### src/design/text_console_writer_defines.svh
// ----------------------------------------------------------------------------
// Text console writer assertion macros
// Concurrent check helpers; they expand to nothing for synthesis.
// ----------------------------------------------------------------------------
`ifndef TEXT_CONSOLE_WRITER_DEFINES_SVH
`define TEXT_CONSOLE_WRITER_DEFINES_SVH

`ifndef SYNTHESIS
// same-cycle implication
`define TCW_ASSERT_IMP(lbl, clk, rst_n, ante, cons, msg) \
    lbl: assert property (@(posedge clk) disable iff (!rst_n) (ante) |-> (cons)) \
        else $error(msg);
// next-cycle implication
`define TCW_ASSERT_NXT(lbl, clk, rst_n, ante, cons, msg) \
    lbl: assert property (@(posedge clk) disable iff (!rst_n) (ante) |=> (cons)) \
        else $error(msg);
`else
`define TCW_ASSERT_IMP(lbl, clk, rst_n, ante, cons, msg)
`define TCW_ASSERT_NXT(lbl, clk, rst_n, ante, cons, msg)
`endif

`endif

### src/design/tcw_pkg.sv
// ----------------------------------------------------------------------------
// tcw_pkg
// Shared types, geometry and codes of the text console writer.
// ----------------------------------------------------------------------------
`timescale 1ns / 1ps

package tcw_pkg;

    localparam int COLS     = 80;
    localparam int ROWS     = 25;
    localparam int TAB_STEP = 4;
    localparam int CELLS    = COLS * ROWS;

    localparam int ROW_W  = 5;
    localparam int COL_W  = 7;
    localparam int CELL_W = 16;
    localparam int ADDR_W = $clog2(CELLS);

    // last index of the row copy and first cell of the bottom row
    localparam int COPY_LAST     = (ROWS - 1) * COLS - 1;
    localparam int FILL_ROW_BASE = (ROWS - 1) * COLS;

    localparam logic [1:0] CMD_WRITE = 2'd0;
    localparam logic [1:0] CMD_CLEAR = 2'd1;
    localparam logic [1:0] CMD_READ  = 2'd2;

    localparam logic [7:0] CH_NEWLINE = 8'h0A;
    localparam logic [7:0] CH_TAB     = 8'h09;
    localparam logic [7:0] CH_SPACE   = 8'h20;

    localparam logic CFG_FG = 1'b0;
    localparam logic CFG_BG = 1'b1;

    localparam logic [3:0] FG_RESET = 4'h0;
    localparam logic [3:0] BG_RESET = 4'hF;
    localparam logic [CELL_W-1:0] RESET_BLANK = {FG_RESET, BG_RESET, CH_SPACE};

    typedef struct packed {
        logic [1:0]       command;
        logic [7:0]       char_code;
        logic [ROW_W-1:0] read_row;
        logic [COL_W-1:0] read_col;
    } t_in_item;

    typedef struct packed {
        logic [CELL_W-1:0] cell_value;
        logic [ROW_W-1:0]  cursor_row;
        logic [COL_W-1:0]  cursor_col;
    } t_out_item;

    typedef enum logic [3:0] {
        S_INIT,
        S_IDLE,
        S_WRITE,
        S_SCROLL,
        S_DRAIN,
        S_FILL,
        S_READ_ADDR,
        S_READ_DATA,
        S_DONE
    } t_state;

    // controller -> datapath
    typedef struct packed {
        logic load;
        logic rd_capture;
        logic char_exec;
        logic copy_step;
        logic fill_row_base;
        logic fill_step;
        logic init;
    } t_dp_cmd;

    // datapath -> controller
    typedef struct packed {
        logic need_scroll;
        logic copy_last;
        logic fill_last;
    } t_dp_sts;

endpackage

### src/design/tcw_ctrl.sv
// ----------------------------------------------------------------------------
// tcw_ctrl
// Command sequencer: decodes items and steps the datapath through writes,
// scroll copy, fills and reads.
// ----------------------------------------------------------------------------
`timescale 1ns / 1ps

module tcw_ctrl (
    input  logic            i_clk,
    input  logic            i_rst_n,
    input  logic            i_start,
    input  logic [1:0]      i_command,
    input  tcw_pkg::t_dp_sts i_sts,
    output tcw_pkg::t_dp_cmd o_cmd,
    output logic            o_busy,
    output logic            o_result_valid
);

    tcw_pkg::t_state r_state;
    tcw_pkg::t_state n_state;

    always_ff @(posedge i_clk) begin
        if (!i_rst_n) begin
            r_state <= tcw_pkg::S_INIT;
        end else begin
            r_state <= n_state;
        end
    end

    always_comb begin
        n_state = r_state;
        case (r_state)
            tcw_pkg::S_INIT: begin
                if (i_sts.fill_last) begin
                    n_state = tcw_pkg::S_IDLE;
                end
            end
            tcw_pkg::S_IDLE: begin
                if (i_start) begin
                    case (i_command)
                        tcw_pkg::CMD_WRITE: n_state = tcw_pkg::S_WRITE;
                        tcw_pkg::CMD_CLEAR: n_state = tcw_pkg::S_FILL;
                        tcw_pkg::CMD_READ:  n_state = tcw_pkg::S_READ_ADDR;
                        default:            n_state = tcw_pkg::S_DONE;
                    endcase
                end
            end
            tcw_pkg::S_WRITE: begin
                n_state = i_sts.need_scroll ? tcw_pkg::S_SCROLL : tcw_pkg::S_DONE;
            end
            tcw_pkg::S_SCROLL: begin
                if (i_sts.copy_last) begin
                    n_state = tcw_pkg::S_DRAIN;
                end
            end
            tcw_pkg::S_DRAIN:     n_state = tcw_pkg::S_FILL;
            tcw_pkg::S_FILL: begin
                if (i_sts.fill_last) begin
                    n_state = tcw_pkg::S_DONE;
                end
            end
            tcw_pkg::S_READ_ADDR: n_state = tcw_pkg::S_READ_DATA;
            tcw_pkg::S_READ_DATA: n_state = tcw_pkg::S_DONE;
            tcw_pkg::S_DONE:      n_state = tcw_pkg::S_IDLE;
            default:              n_state = tcw_pkg::S_IDLE;
        endcase
    end

    always_comb begin
        o_cmd          = '0;
        o_busy         = 1'b1;
        o_result_valid = 1'b0;
        case (r_state)
            tcw_pkg::S_INIT: begin
                o_cmd.fill_step = 1'b1;
                o_cmd.init      = 1'b1;
            end
            tcw_pkg::S_IDLE: begin
                o_busy     = 1'b0;
                o_cmd.load = i_start;
            end
            tcw_pkg::S_WRITE:     o_cmd.char_exec     = 1'b1;
            tcw_pkg::S_SCROLL:    o_cmd.copy_step     = 1'b1;
            tcw_pkg::S_DRAIN:     o_cmd.fill_row_base = 1'b1;
            tcw_pkg::S_FILL:      o_cmd.fill_step     = 1'b1;
            tcw_pkg::S_READ_ADDR: o_cmd               = '0;
            tcw_pkg::S_READ_DATA: o_cmd.rd_capture    = 1'b1;
            tcw_pkg::S_DONE:      o_result_valid      = 1'b1;
            default:              o_cmd               = '0;
        endcase
    end

endmodule

### config.mk
export PLATFORM = sky130hd
export DESIGN_NAME = tcw_ctrl
export DESIGN_NICKNAME = d
export VERILOG_FILES = /design/src/design/text_console_writer_defines.svh /design/src/design/tcw_pkg.sv /design/src/design/tcw_ctrl.sv
export SDC_FILE = /design/constraint.sdc
export NUM_CORES = 1
export LEC_CHECK = 0
export ABC_AREA = 1
export BUFFER_PORTS_ARGS = -buffer_cell sky130_fd_sc_hd__buf_4
export CAP_MARGIN = 20
export CORE_AREA = 8 8 45 47
export CTS_CLUSTER_DIAMETER = 120
export DETAILED_ROUTE_END_ITERATION = 12
export DIE_AREA = 0 0 53 55
export PLACE_DENSITY = 0.55
export SLEW_MARGIN = 20
export SYNTH_ARGS = -nofsm -noshare
export SYNTH_HDL_FRONTEND = slang
export SYNTH_SLANG_ARGS = --single-unit
### constraint.sdc
create_clock -name i_clk -period 2.46 [get_ports i_clk]
set_clock_uncertainty 0.05 [all_clocks]
set_input_delay 0.492 -clock i_clk [delete_from_list [all_inputs] [get_ports i_clk]]
set_output_delay 0.492 -clock i_clk [all_outputs]
set_load 0.03 [all_outputs]
Word level (Yosys, flattened, before mapping)
Cells that the tools add are included.

storage, ports and cells
  memories = 0
  input bits = 8
  latch bits = 0
  flip-flop bits (word level) = 4
  ROM bits = 0
  output and inout bits = 9
  bits in writable memories = 0
  logic and storage cells = 35

cells by class
  div/mod/pow operators = 0
  multiplexer cells = 16
  reductions and logical operators = 4
  shifts and indexed selects = 0
  add/sub/neg operators = 0
  bitwise logic cells = 0
  order comparisons = 0
  multipliers = 0
  eq/ne operators = 14

operator list
  operator                                                         number
  4-bit case mux with 8 select lines                               1
  4-bit two-way mux                                                5
  4-bit by 3-bit == test with 1-bit output, second input constant  4
  4-bit case mux with 3 select lines                               1
  1-bit two-way mux                                                9
  4-bit by 2-bit == test with 1-bit output, second input constant  2
  2-bit != test, second input constant                             4
  4-bit by 1-bit == test with 1-bit output, second input constant  1
  4-bit == test, second input constant                             1
  4-bit logical NOT                                                1
  4-bit AND reduction                                              1
  2-bit by 1-bit == test with 1-bit output, second input constant  1
  2-bit == test, second input constant                             1
  2-bit logical NOT                                                1
  2-bit OR reduction                                               1

Logic depth before layout (Yosys ltp)
Gate-level depths: netlist (run 1).

  word-level depth = 4
  depth in mapped cells = 8
  gate-level depth less buffers = 8

Worst setup path after synthesis (run 1)
OpenSTA, ideal clock, no wires.

  path type = reg2out
  start = reg r_state[0]
  end = out o_cmd[6] (netlist bit)
  cell stages (with the launch flop) = 5
  required time = 1918 ps
  buffers on the path = 0
  data arrival time = 1270 ps
  slack = 648 ps
  path through = dfxtp_1 > nand2_1 > nor2_2 > inv_1 > nor2_1

RTL lines
  what                    RTL line        RTL
  from (decl)             tcw_ctrl.sv:19  tcw_pkg::t_state r_state;
  from (signal assigned)  tcw_ctrl.sv:24  r_state <= tcw_pkg::S_INIT;
  from (signal assigned)  tcw_ctrl.sv:26  r_state <= n_state;
  to (decl)               tcw_ctrl.sv:14  output tcw_pkg::t_dp_cmd o_cmd,

==> results.toml, run 1 <==
[cts]
cts_resized = 0
clk_pin_slew_worst_paths_ns = 0.04
cts-root-buf = "clkbuf_4"
htreeDepth = 1
cts_buffer_depth = 2
clk_latency_ns = 0.23
cts_setup_buffers = 0
cts_hold_buf = 0
numCtsBuffers = 3
cts.sinks = 4
tritoncts = "built"

[floorplanning]
die_y_um = 55
rows = 14
fp.dieArea_um2 = 2915
initial_core_util = 0.2966
core_area_um2 = 1384
die-width_um = 53
ioPinCount = 17

[run]
drv_cap = 0

[drt]
wl_um = 1076
drtIter0Drc = 8
dr_total_vias = 472
viasPerCell = 4.495
ant_nets = 0
routedWlPerCell_um = 10.25
first_pass_iters = 4
drc = 0

[finish]
multiInputGateArea_um2 = 277.8
drive_above_1_share = 0.2921
diodes = 0
top_regs = "r_state (4)"
register_area_um2 = 80.08
nets = 103
area_growth_pct = 39.63
largest_register_ffs = 4
nFillCells = 165
stdcell_area_um2 = 573.1
largest-register = "r_state"

[worst_setup_path]
crit_family = "flip-flops"
r2r_slack_ns = 1.25
r2r_start = "r_state[0]"
cpPeakStageDelay_ns = 0.43
worstPathArrival_ns = 1.31
crit_required_ns = 1.92
crit_type = "register to primary output"
rr_endpoint = "r_state[1]"
critPathLaunchType = "register"
cp_max_fo = 7
cp_slowest_cell = "dfxtp_1"
rr_worst_depth = 6
end_kind = "primary output"
worstPathCellList = "nand2_1 > nor2_2 > inv_1 > nor2_1 > buf_4"
crit_buf_inv = 2

[timing]
finalSetupViolCount = 0
tns_ns = 0
slew_headroom = 0.8233
timing.final.ws_setup_ns = 0.6053
rsz0062_at_grt = "false"
drv_slew = 0
max_freq_mhz = 539.2
post-route-min-period_ns = 1.855
hold_viol = 0
tightest_slew_ns = 0.2647
final.period_utilization = 0.7540

[synth]
async_flop_share = 0
ys_top_cells_by_count = "15 x nand2_1, 13 x inv_1, 9 x nor2_1"
yosys_most_used_dff = "dfxtp_1"
synth_seq_area_share = 0.1951
synth_area_leader_cell = "dfxtp_1"
synth_top_area_share = 0.1951
ys_warn_count = 0
ys_ff_latch = 4
synth.area.top_cells = "dfxtp_1 20%, nand2_1 14%, ha_1 12%, inv_1 12%, nand3_1 8.5%"
synthDistinctLibCells = 16
synth_edf_count = 0
synthCells = 70
syn_avg_cell_area_um2 = 5.863
synth_fp_nets = 82
yosysMostFrequentCell = "nand2_1"
syn-cell-area_um2 = 410.4

[power_and_ir_drop]
swShare = 0.4390
finalPower_uw = 337.9
power.leakage_nw = 0.3225
p_sw_uw = 148.3
seq_power_share = 0.244
combPwrFrac = 0.518
power_frac_clock = 0.238
p_int_uw = 189.5
vdd_drop_max_mv = 0.2070
powerDensity_nw_per_um2 = 589.6

[placement]
dp_hpwl_um = 909.4
port_buffers = 16
globalplace.congestion = 0.8344
dp_slack_ns = 0.8665
placed_area_um2 = 550.5

[grt]
grt_max_degree = 8
grt_pass1_wl_um = 1897
grt_antenna_before_repair = 0
grt_pass1_vias = 444
grt.total_usage = 0.08188
grt-ovfl-total = 0

[hold_path]
holdPathEnd = "r_state[0]"
min_from = "i_rst_n"
holdPathStages = 3
hp-class = "primary input to register"

[outcome]
status = "complete, no violations"
## kinds of logic after synthesis
family | Yosys count | synth area share
and+or+nand+nor | 42 | 0.4787
AOI/OAI and AO/OA | 6 | 0.07622
adders and majority gates | 4 | 0.1220
DFF | 4 | 0.1951
buffers and inverters | 14 | 0.1280
## cells in the final DEF (no fill, tap or decap), types with 2 or more instances in the layout
cell,n
nand3_1,7
buf_4,16
nor2_2,5
clkbuf_4,3
dfxtp_1,4
nor2_1,9
ha_1,4
nand2_1,15
a21oi_1,3
nor3_1,2
inv_1,13
o21ai_0,2
## cell type report
type,count,area share
tap,16,0.03493
timing repair buffer,16,0.2096
clock buffer,3,0.03930
multi-input combinational,52,0.4847
sequential,4,0.1397
inverter,14,0.09170
## per-stage QoR
stage          cells  utilization  hold WS (ns)
6_report         105       0.4141        0.4576
5_1_grt          105       0.4141        0.4740
4_1_cts          105       0.4141        0.4525
3_5_place_dp     102       0.3978        0.6211
3_3_place_gp     102       0.3978        0.6226
2_1_floorplan     70            -        0.5530
## power groups by stage
stage,logic [mW],registers (mW),clock network (mW)
4_1_cts,0.177,0.0824,0.0826
3_3_place_gp,0.178,0.0827,0
5_1_grt,0.194,0.0840,0.0881
6_report,0.175,0.0824,0.0804
3_5_place_dp,0.176,0.0834,0
2_1_floorplan,0.121,0.0812,0
## worst max-delay path by stage
stage	start	end	slack [ns]	cells after the start
after global routing	r_state[2]	o_cmd[1]	0.50	5
after CTS	r_state[0]	o_cmd[6]	0.60	5
after floorplan	r_state[0]	o_cmd[6]	0.65	4
after global placement	r_state[3]	o_cmd[6]	0.87	6
after detailed placement	r_state[0]	o_cmd[6]	0.87	5
final	r_state[0]	o_cmd[6]	0.61	5
## worst min-delay path: stages
cell     delay [ns]
buf_4          0.11
nand2_1        0.06
a21oi_1        0.03
## metal layers
| metal | GRT usage | up-vias | wire length (um) |
|---|---|---|---|
| met4 | 0.01293 | 0 | 0 |
| li1 | - | 259 | - |
| met5 | 0 | - | 0 |
| met1 | 0.1136 | 193 | 546 |
| met3 | 0.03476 | 0 | 100 |
| met2 | 0.1152 | 20 | 429 |
Note: power is estimated with default switching activity, not from simulation.
==> run 2: changes to the inputs <==
- clock period: 2.46 -> 1.77 ns (I/O delays scaled with it)
==> run 2 against run 1 <==
  * Clock power increased by 37%
  * Count of clock-buffer cells in the layout unchanged
  * Critical path depth increased by 1
  * Sequential cell count unchanged
  * Sequential power increased by 40%
  * Die area unchanged
  * Core utilization increased by 0.81 points
  * Wire length increased by 2.4%
  * Global-route usage decreased by 0.15 points
  * Total power increased by 40%
  * Largest power group unchanged
==> results.toml, run 2 (synthesis gave the netlist of run 1 again) <==
[outcome]
status = "complete, no violations"

[cts]
cts.sinks = 4
cts_buffer_depth = 2
cts_hold_buf = 0
htreeDepth = 1
clk_latency_ns = 0.23
tritoncts = "built"
numCtsBuffers = 3
cts-root-buf = "clkbuf_4"
clk_pin_slew_worst_paths_ns = 0.04

[timing]
finalSetupViolCount = 0
timing.final.ws_setup_ns = 0.1020
hold_viol = 0
drv_slew = 0
hold_ws_ns = 0.3142
max_freq_mhz = 599.5
tightest_slew_ns = 0.2795
tns_ns = 0
rsz0062_at_grt = "false"
post-route-min-period_ns = 1.668
final.period_utilization = 0.9424
slew_headroom = 0.8135

[worst_setup_path]
worstPathCellList = "inv_1 > nand2_2 > nor2_2 > inv_1 > nor2_1 > buf_4"
crit_buf_inv = 3
end_kind = "primary output"
cpPeakStageDelay_ns = 0.32
cp_slowest_cell = "dfxtp_1"
r2r_slack_ns = 0.52
crit_type = "register to primary output"
critPathLaunchType = "register"
crit_required_ns = 1.37
cp_max_fo = 5
worstPathArrival_ns = 1.26
crit_family = "simple AND/OR/NAND/NOR gates"
path_common_cell = "inv_1"

[drt]
drc = 0
first_pass_iters = 4
viasPerCell = 4.557
routedWlPerCell_um = 10.40
ant_nets = 0
dr_total_vias = 483
wl_um = 1102
drtIter0Drc = 11

[grt]
grt_max_degree = 8
grt_pass1_wl_um = 1828
grt_pass1_vias = 473
grt-ovfl-total = 0
grt_antenna_before_repair = 0
grt.total_usage = 0.08033

[floorplanning]
fp.dieArea_um2 = 2915
initial_core_util = 0.2966
ioPinCount = 17
die_y_um = 55
rows = 14
die-width_um = 53
core_area_um2 = 1384

[finish]
diodes = 0
finalNonFillerCells = 106
area_growth_pct = 42.38
fin_util = 0.4222
largest_register_ffs = 4
largest-register = "r_state"
register_area_um2 = 81.33
stdcell_area_um2 = 584.3
nets = 104
drive_above_1_share = 0.3222
multiInputGateArea_um2 = 280.3
most-common-layout-cells = "17 x buf_4, 14 x nand2_1, 13 x inv_1"
nFillCells = 154
top_regs = "r_state (4)"
mostFrequentLayoutCell = "buf_4"

[power_and_ir_drop]
combPwrFrac = 0.524
p_int_uw = 267.2
vdd_drop_max_mv = 0.2622
p_sw_uw = 207.1
powerDensity_nw_per_um2 = 811.7
swShare = 0.4367
finalPower_uw = 474.3
seq_power_share = 0.244
power.leakage_nw = 0.3286
power_frac_clock = 0.232

[placement]
port_buffers = 16
placed_area_um2 = 558.0
dp_slack_ns = 0.3162
globalplace.congestion = 0.8465
placed_cells = 103
dp_hpwl_um = 915.6

[run]
drv_cap = 0

[hold_path]
hp-class = "primary input to register"
==> run 2: changes by cell type in the layout (fill, tap and decap cells not counted), sizes merged <==
cell and delta:
buf +1
==> run 2: power by group through the flow <==
stage	sequential (mW)	clock [mW]	combinational (mW)
after floorplan	0.113	0	0.168
after global placement	0.115	0	0.249
after detailed placement	0.116	0	0.248
after CTS	0.115	0.113	0.250
after global routing	0.118	0.122	0.272
final	0.115	0.110	0.249
==> run 2: path summary, 6_finish.rpt <==
check,start,to,cells after the start
max reg2reg,r_state[2],r_state[2],8
min reg2reg,r_state[0],r_state[3],3
max,r_state[3],o_cmd[6],6
min,i_rst_n,r_state[0],3
==> run 2: repair_timing <==
item | 4_1_cts | 5_1_grt
endpoints found under the setup margin | 0 | 1
buffers inserted | 0 | 0
resized for setup | 0 | 2
==> run 2: metal layers <==
metal | track usage | share of wire
met4 | 0.03879 | 0
met2 | 0.1211 | 0.41
met5 | 0 | 0
met1 | 0.09574 | 0.50
met3 | 0.03476 | 0.089
==> run 2: cell type report <==
cell class,count,area share
Multi-Input combinational cell,52,0.4797
Timing Repair Buffer,17,0.2184
Sequential cell,4,0.1392
Clock buffer,3,0.03854
Tap cell,16,0.03426
Inverter,14,0.08994
==> run 2: worst min-delay path: cells and delay by family <==
| kind | cells | cell delay (ns) |
|---|---|---|
| buffers and inverters | 1 | 0.11 |
| AOI/OAI and AO/OA | 1 | 0.03 |
| and+or+nand+nor | 1 | 0.06 |
